<file path="src/hdl/pgpt_pkg.sv">
// Shared types and constants for the polygon gate point test block.
// No dependencies.
`timescale 1ns / 1ps
`default_nettype none

package pgpt_pkg;

   localparam int DEF_MAX_VERTICES = 64;
   localparam int DEF_COORD_BITS   = 32;

   // request function codes
   localparam logic [1:0] FUNC_CLEAR  = 2'd0;
   localparam logic [1:0] FUNC_APPEND = 2'd1;
   localparam logic [1:0] FUNC_TEST   = 2'd2;

   // response status codes
   localparam logic [1:0] STATUS_OK   = 2'd0;
   localparam logic [1:0] STATUS_FULL = 2'd1;
   localparam logic [1:0] STATUS_FEW  = 2'd2;

   // edge unit: four half-width partials for each of two products
   localparam int PP_STEPS  = 8;
   localparam int STEP_LAST = 9;
   localparam int STEP_BITS = 4;

   typedef enum logic [4:0] {
      S_IDLE  = 5'b00001,
      S_FIRST = 5'b00010,
      S_EDGE  = 5'b00100,
      S_WAIT  = 5'b01000,
      S_FIN   = 5'b10000
   } pgpt_state_type;

   typedef struct packed {
      logic done;
      logic crossed;
   } pgpt_edge_res_type;

endpackage

`default_nettype wire

</file>
<file path="src/hdl/pgpt_edge_unit.sv">
// Edge crossing unit: decides whether one polygon edge crosses the ray.
// Shared half-width multiplier, accumulated over cycles. Uses pgpt_pkg.
`timescale 1ns / 1ps
`default_nettype none

module pgpt_edge_unit
   import pgpt_pkg::*;
#(
   parameter int COORD_BITS = DEF_COORD_BITS
) (
   input  wire logic                         clock,
   input  wire logic                         reset,
   input  wire logic                         start,
   input  wire logic signed [COORD_BITS-1:0] px,
   input  wire logic signed [COORD_BITS-1:0] py,
   input  wire logic signed [COORD_BITS-1:0] x0,
   input  wire logic signed [COORD_BITS-1:0] y0,
   input  wire logic signed [COORD_BITS-1:0] x1,
   input  wire logic signed [COORD_BITS-1:0] y1,
   output pgpt_edge_res_type                 res
);

   localparam int H  = (COORD_BITS + 1) / 2;
   localparam int MW = 2 * H;
   localparam int AW = 2 * MW + 2;

   logic signed [COORD_BITS:0] d_pa, d_pb, d_qa, d_qb;
   logic        [COORD_BITS:0] m_pa, m_pb, m_qa, m_qb;
   logic signed [COORD_BITS-1:0] lo_y, hi_y;
   logic                       span_c;

   logic [MW-1:0] mpa_ff, mpb_ff, mqa_ff, mqb_ff;
   logic          sp_ff, sq_ff, up_ff, span_ff;

   logic                 busy_ff;
   logic [STEP_BITS-1:0] cnt_ff;
   logic                 pp_vld_ff;
   logic [MW-1:0]        pp_ff;
   logic [1:0]           shift_ff;
   logic                 neg_ff;
   logic signed [AW-1:0] acc_ff, acc_in;

   logic [MW-1:0] opa, opb, pp_c;
   logic [H-1:0]  ha, hb;
   logic [AW-1:0] term;
   logic          mul_step;

   // D = (yp-y0)*(x1-x0) - (xp-x0)*(y1-y0), built from magnitudes and signs
   always_comb begin
      d_pa = $signed({py[COORD_BITS-1], py}) - $signed({y0[COORD_BITS-1], y0});
      d_pb = $signed({x1[COORD_BITS-1], x1}) - $signed({x0[COORD_BITS-1], x0});
      d_qa = $signed({px[COORD_BITS-1], px}) - $signed({x0[COORD_BITS-1], x0});
      d_qb = $signed({y1[COORD_BITS-1], y1}) - $signed({y0[COORD_BITS-1], y0});
      m_pa = d_pa[COORD_BITS] ? -d_pa : d_pa;
      m_pb = d_pb[COORD_BITS] ? -d_pb : d_pb;
      m_qa = d_qa[COORD_BITS] ? -d_qa : d_qa;
      m_qb = d_qb[COORD_BITS] ? -d_qb : d_qb;
      lo_y = (y0 < y1) ? y0 : y1;
      hi_y = (y0 < y1) ? y1 : y0;
      span_c = (y0 != y1) && (py > lo_y) && (py <= hi_y);
   end

   always_comb begin
      mul_step = busy_ff && (cnt_ff < STEP_BITS'(PP_STEPS));
      opa  = cnt_ff[2] ? mqa_ff : mpa_ff;
      opb  = cnt_ff[2] ? mqb_ff : mpb_ff;
      ha   = cnt_ff[1] ? opa[MW-1:H] : opa[H-1:0];
      hb   = cnt_ff[0] ? opb[MW-1:H] : opb[H-1:0];
      pp_c = MW'(ha) * MW'(hb);
      case (shift_ff)
         2'd0:    term = AW'(pp_ff);
         2'd1:    term = AW'(pp_ff) << H;
         default: term = AW'(pp_ff) << MW;
      endcase
      acc_in = neg_ff ? (acc_ff - $signed(term)) : (acc_ff + $signed(term));
   end

   always_ff @(posedge clock) begin
      if (reset) begin
         busy_ff   <= 1'b0;
         cnt_ff    <= '0;
         pp_vld_ff <= 1'b0;
      end else if (start) begin
         busy_ff   <= 1'b1;
         cnt_ff    <= span_c ? '0 : STEP_BITS'(STEP_LAST);
         pp_vld_ff <= 1'b0;
      end else if (busy_ff) begin
         pp_vld_ff <= mul_step;
         if (cnt_ff == STEP_BITS'(STEP_LAST)) begin
            busy_ff <= 1'b0;
         end else begin
            cnt_ff <= cnt_ff + STEP_BITS'(1);
         end
      end
   end

   always_ff @(posedge clock) begin
      if (start) begin
         mpa_ff  <= MW'(m_pa[COORD_BITS-1:0]);
         mpb_ff  <= MW'(m_pb[COORD_BITS-1:0]);
         mqa_ff  <= MW'(m_qa[COORD_BITS-1:0]);
         mqb_ff  <= MW'(m_qb[COORD_BITS-1:0]);
         sp_ff   <= d_pa[COORD_BITS] ^ d_pb[COORD_BITS];
         sq_ff   <= d_qa[COORD_BITS] ^ d_qb[COORD_BITS];
         up_ff   <= y1 > y0;
         span_ff <= span_c;
         acc_ff  <= '0;
      end else if (pp_vld_ff) begin
         acc_ff <= acc_in;
      end
      if (mul_step) begin
         pp_ff    <= pp_c;
         shift_ff <= {1'b0, cnt_ff[1]} + {1'b0, cnt_ff[0]};
         // second product is subtracted
         neg_ff   <= cnt_ff[2] ? !sq_ff : sp_ff;
      end
   end

   always_comb begin
      res.done    = busy_ff && (cnt_ff == STEP_BITS'(STEP_LAST));
      res.crossed = span_ff && (up_ff ? (acc_ff[AW-1] || (acc_ff == '0))
                                      : !acc_ff[AW-1]);
   end

endmodule

`default_nettype wire

</file>
<file path="config.mk">
export PLATFORM = sky130hd
export DESIGN_NAME = pgpt_edge_unit
export DESIGN_NICKNAME = d
export VERILOG_FILES = /design/src/hdl/pgpt_pkg.sv /design/src/hdl/pgpt_edge_unit.sv
export SDC_FILE = /design/constraint.sdc
export NUM_CORES = 2
export LEC_CHECK = 0
export BUFFER_PORTS_ARGS = -buffer_cell sky130_fd_sc_hd__buf_2
export CORE_MARGIN = 2
export CORE_UTILIZATION = 35
export DETAILED_ROUTE_END_ITERATION = 6
export GPL_TIMING_DRIVEN = 0
export HOLD_SLACK_MARGIN = 0.02
export PLACE_DENSITY_LB_ADDON = 0.12
export SLEW_MARGIN = 20
export SYNTH_ARGS = -nofsm -noshare
export SYNTH_HDL_FRONTEND = slang
export SYNTH_SLANG_ARGS = --single-unit
export TNS_END_PERCENT = 50
</file>
<file path="constraint.sdc">
create_clock -name clock -period 9.85 [get_ports clock]
set_input_delay 2.4625 -clock clock [delete_from_list [all_inputs] [get_ports clock]]
set_output_delay 2.4625 -clock clock [all_outputs]
set_load 0.02 [all_outputs]
</file>
# After elaboration in Yosys (flattened, before gate mapping)
# Cells that the tools add are included.
# word_totals
wordCells	73
in_bits	195
out_inout_bits	2
regBits	239
# op_classes
n_addsub	12
n_bitwise	2
order_cmp	5
n_mul	1
n_reduce_logical	13
eq_ne	4
muxes	21
# op_table
cell	n
$mux W32	8
$sub A32 B32 Y33	4
$neg A32 Y32	4
$pmux W64 S2	1
$add A66 B66 Y66	1
$logic_not A66 Y1	1
$mux W66	1
$sub A66 B66 Y66	1
$gt A32 B32 Y1	2
$le A32 B32 Y1	1
$lt A32 B32 Y1	1
$mul A16 B16 Y32	1
$mux W16	2
$ne A32 B32 Y1	1
$mux W4	4
$logic_and A1 B1 Y1	5
$mux W1	5
$add A4 B1 Y4 const B	1
$eq A4 B4 Y1 const B	1
$lt A4 B4 Y1 const B	1
$add A1 B1 Y2	1
$eq A2 B1 Y1 const B	1
$logic_not A1 Y1	2
$logic_not A2 Y1	1
other kinds (6)	7

# Depth between registers and ports, before layout
# depth
ltp_word	7
depth_mapped	31
ltp_nobuf	28

# Least setup slack after synthesis
# OpenSTA, ideal clock, no wires.
# synth_timing
path_type	reg-to-reg
startpoint	reg cnt_ff[2]
endpoint	reg pp_ff[31] (data pin)
path_buffers	4
arrival_ps	7752
setup_ps	167
path_slack_ps	1931
t_required_ps	9683
path_stages_with_launch	30
period_less_slack_ps	7919
cell_sequence	dfxtp_1 clkbuf_1 buf_1 clkbuf_1 nand2_1 o21ai_0 clkbuf_1 nor2_1 fa_1 inv_1 fa_1 fa_1 inv_1 fa_1 fa_1 inv_1 fa_1 inv_1 ha_1 a21o_1 a21o_1 a21o_1 a41oi_1 nor2b_1 a221oi_1 a211oi_1 a41o_1 or4_1 and3_1 a211oi_1
# synth_via
elab_chain_len	3
elab_cells_between_ends	5
cone_classes	1 x mul; 4 x mux
# synth_lines
item	line_no	rtl
start, declared	pgpt_edge_unit.sv:36	logic [STEP_BITS-1:0] cnt_ff;
start signal, assigned	pgpt_edge_unit.sv:85	cnt_ff <= span_c ? '0 : STEP_BITS'(STEP_LAST);
start signal, assigned	pgpt_edge_unit.sv:92	cnt_ff <= cnt_ff + STEP_BITS'(1);
$mux W32 (on tied branches)	pgpt_edge_unit.sv:65, pgpt_edge_unit.sv:66	
$mux W16 (on tied branches)	pgpt_edge_unit.sv:67, pgpt_edge_unit.sv:68	
$mul A16 B16 Y32 (*)	pgpt_edge_unit.sv:69	pp_c = MW'(ha) * MW'(hb);
named net pp_c[31]	pgpt_edge_unit.sv:43	logic [MW-1:0] opa, opb, pp_c;
end signal, assigned	pgpt_edge_unit.sv:112	pp_ff <= pp_c;
end, declared	pgpt_edge_unit.sv:38	logic [MW-1:0] pp_ff;
# Mark *: on every way through the listed nets, which the timed path passes. The rest lies on a longest branch.
# A chain may end at the register's enable or synchronous reset.

# Worst setup path after layout
# Ends and elaborated chain as after synthesis.

==> results.py <==
metrics = {
    "outcome": {
        "status": "finished, final reports clean",
    },
    "worst_hold_path": {
        "hp-class": "register to register",
        "hold-path-endpoint": "acc_ff[0]",
        "min-delay-start": "acc_ff[0]",
        "min_path_cells": 2,
    },
    "synthesis": {
        "synth_area_per_cell_um2": 8.41,
        "yosysTopAreaCell": "edfxtp_1",
        "synth_flop_cell": "edfxtp_1",
        "synthTopCellsByArea": "edfxtp_1 14%, ha_1 13%, fa_1 11%",
        "syn_nets": 4929,
        "synth_edf_count": 167,
        "yosysUniqueCellTypes": 93,
        "postSynthCellCount": 4167,
        "yosysWarnings": 0,
        "async_reset_ff_frac": 0,
        "synthesis.area_um2": 35100,
        "yosysSeqAreaShare": 0.184,
        "yosysTopAreaCellShare": 0.143,
        "synth-seq-cells": 239,
    },
    "floorplan": {
        "die_h_um": 320,
        "core_area_um2": 99700,
        "start_util": 0.352,
        "num_io_pins": 197,
        "die_w_um": 320,
        "die-area_um2": 103000,
        "rows": 116,
    },
    "cts": {
        "cts_buffers": 30,
        "hold_buffers": 0,
        "htreeDepth": 1,
        "clkSlewWorstSetupHoldPaths_ps": 60,
        "cts-root-buf": "clkbuf_16",
        "insertion_delay_ps": 610,
        "cts_num_sinks": 239,
        "tritoncts": "yes",
        "cts_max_path_buffers": 3,
    },
    "critical_path": {
        "rrSetupSlack_ps": 640,
        "arrival_ps": 9610,
        "crit_fanout": 10,
        "r2r-start": "cnt_ff[2]",
        "required_ps": 10250,
        "crit_top_cell": "fa_1",
        "rr_worst_depth": 29,
        "cp_slowest_stage_delay_ps": 550,
        "crit_slowest_cell": "fa_1",
        "r2r-end": "pp_ff[31]",
        "cp-start-kind": "register",
        "cp-end-kind": "register",
        "setup.worst_path.class": "register to register",
    },
    "global_routing": {
        "grt_remaining_overflow": 0,
        "antenna_found_initial": 1,
        "grt_max_degree": 75,
        "grtUsageTotal": 0.225,
        "grt_pass1_wl_mm": 181,
        "grt_pass1_vias": 31000,
    },
    "drt": {
        "drtIter0Drc": 2036,
        "vias": 31400,
        "ant_nets": 0,
        "post_drt_wl_per_cell_um": 20.6,
        "drc": 0,
        "first_pass_iters": 6,
        "wl_mm": 118,
        "via_per_inst": 5.49,
    },
    "sta": {
        "skew_ps": 40.9,
        "maxSlewViolCount": 0,
        "hold_violations": 0,
        "max_freq_mhz": 109,
        "post-route-period-util": 0.935,
        "setup_violations": 0,
        "min_period_ps": 9210,
        "worst_pin_slew_ps": 1130,
        "rsz0062_at_grt": "no",
        "relSlewSlack": 0.242,
        "hold_slack_ps": 499,
    },
    "placed_design": {
        "portBuffers": 196,
        "hpwl_mm": 97.9,
        "gp_congestion": 0.915,
    },
    "layout": {
        "layout.nets": 5159,
        "final_util": 0.389,
        "areaGrowthSynthToFinish_pct": 10.6,
        "drive_above_1_share": 0.0801,
        "final_cell_mix": "390 x inv_1, 390 x nor2_1, 368 x ha_1",
    },
    "run": {
        "cap_viol_max_count": 0,
    },
}
-- sequential cells by signal (all words and copies together) (netlist names), 2 cells and up --
signal	flops
mqa_ff	32
acc_ff	66
mqb_ff	32
mpa_ff	32
cnt_ff	4
pp_ff	32
shift_ff	2
mpb_ff	32
-- routing by layer --
| layer | up-vias | GRT usage | wire [um] |
|---|---|---|---|
| met1 | 15200 | 0.290 | 51500 |
| li1 | 15300 | - | - |
| met4 | 2 | 0.0510 | 2770 |
| met2 | 759 | 0.402 | 58200 |
| met5 | - | 0 | 15 |
| met3 | 133 | 0.0232 | 5150 |
-- final cells by class --
cell class	count	area (um2)
Antenna cell	1	2.50
Buffer	166	654
Clock buffer	41	865
Clock inverter	15	125
Fill cell	10400	60900
Inverter	390	1460
Multi-Input combinational cell	3372	26500
Sequential cell	239	6460
Tap cell	1298	1620
Timing Repair Buffer	198	1040
-- critical path: cells and delay by family, from the launching register on --
| kind | cells | cell delay, ps |
|---|---|---|
| muxes | 1 | 440 |
| AOI/OAI and AO/OA | 9 | 2400 |
| adders and majority gates | 7 | 3470 |
| and+or+nand+nor | 5 | 1050 |
| buffers and inverters | 7 | 1360 |
| DFF | 1 | 300 |
-- kinds of logic (layout without fill, tap and decap cells) --
logic type,Yosys count,count (layout),synth area share
xor+xnor,342,342,0.0854
other cells,0,1,0
compound gates,1029,1029,0.194
flops,239,239,0.184
simple gates,1246,1246,0.171
fa+ha+maj,567,567,0.245
mux,188,188,0.0599
buf+inv,556,810,0.0601
-- cells in the mapped netlist (all sizes together), types with 13 or more instances --
library cell  count
nand2b           45
inv             390
nand4            55
a211o            13
nor2            390
dfxtp            72
nor3             66
nand2           346
and2             53
o311ai           14
ha              368
o21bai           33
a22oi            17
mux4             15
o211ai           26
a21boi           15
a21oi           275
o21ai           189
a2111oi          13
xor2            120
a211oi           37
nand3            66
a31oi            42
edfxtp          167
nor2b            40
buf              30
o21a             50
fa              199
xnor2           222
a21o            152
or3              25
o31ai            23
nor4             34
mux2i           149
mux2             24
clkbuf          136
and3             42
-- how the worst max path moves through the flow --
stage	start	endpoint	slack, ps	cells after the start
floorplan	cnt_ff[2]	pp_ff[31]	1930	29
global placement	cnt_ff[0]	pp_ff[31]	-70	29
detailed placement	cnt_ff[0]	pp_ff[31]	-80	29
CTS	cnt_ff[2]	pp_ff[31]	0.4	28
global route	cnt_ff[2]	pp_ff[31]	0.7	29
finish	cnt_ff[2]	pp_ff[31]	640	29
-- per-stage QoR --
stage,TNS (ps),setup slack [ps],cell area (um2),instances
floorplan,0,1930,35100,4167
global placement,-73.6,-73.6,37700,5661
detailed placement,-101,-75.9,37700,5663
CTS,0,0.386,38700,5719
global route,0,0.723,38800,5719
finish,0,641,38800,5720
-- repair_timing --
| action | CTS | global route |
|---|---|---|
| pin swaps | 0 | 0 |
| endpoints found under the setup margin | 2 | 5 |
| gates resized for setup | 4 | 17 |
| setup buffers | 0 | 0 |
| endpoints found under the hold margin | 0 | 0 |
| cloned | 0 | 0 |
Power is not shown: default switching activity piles up to over one toggle a cycle in this logic, so the estimate is an artifact.
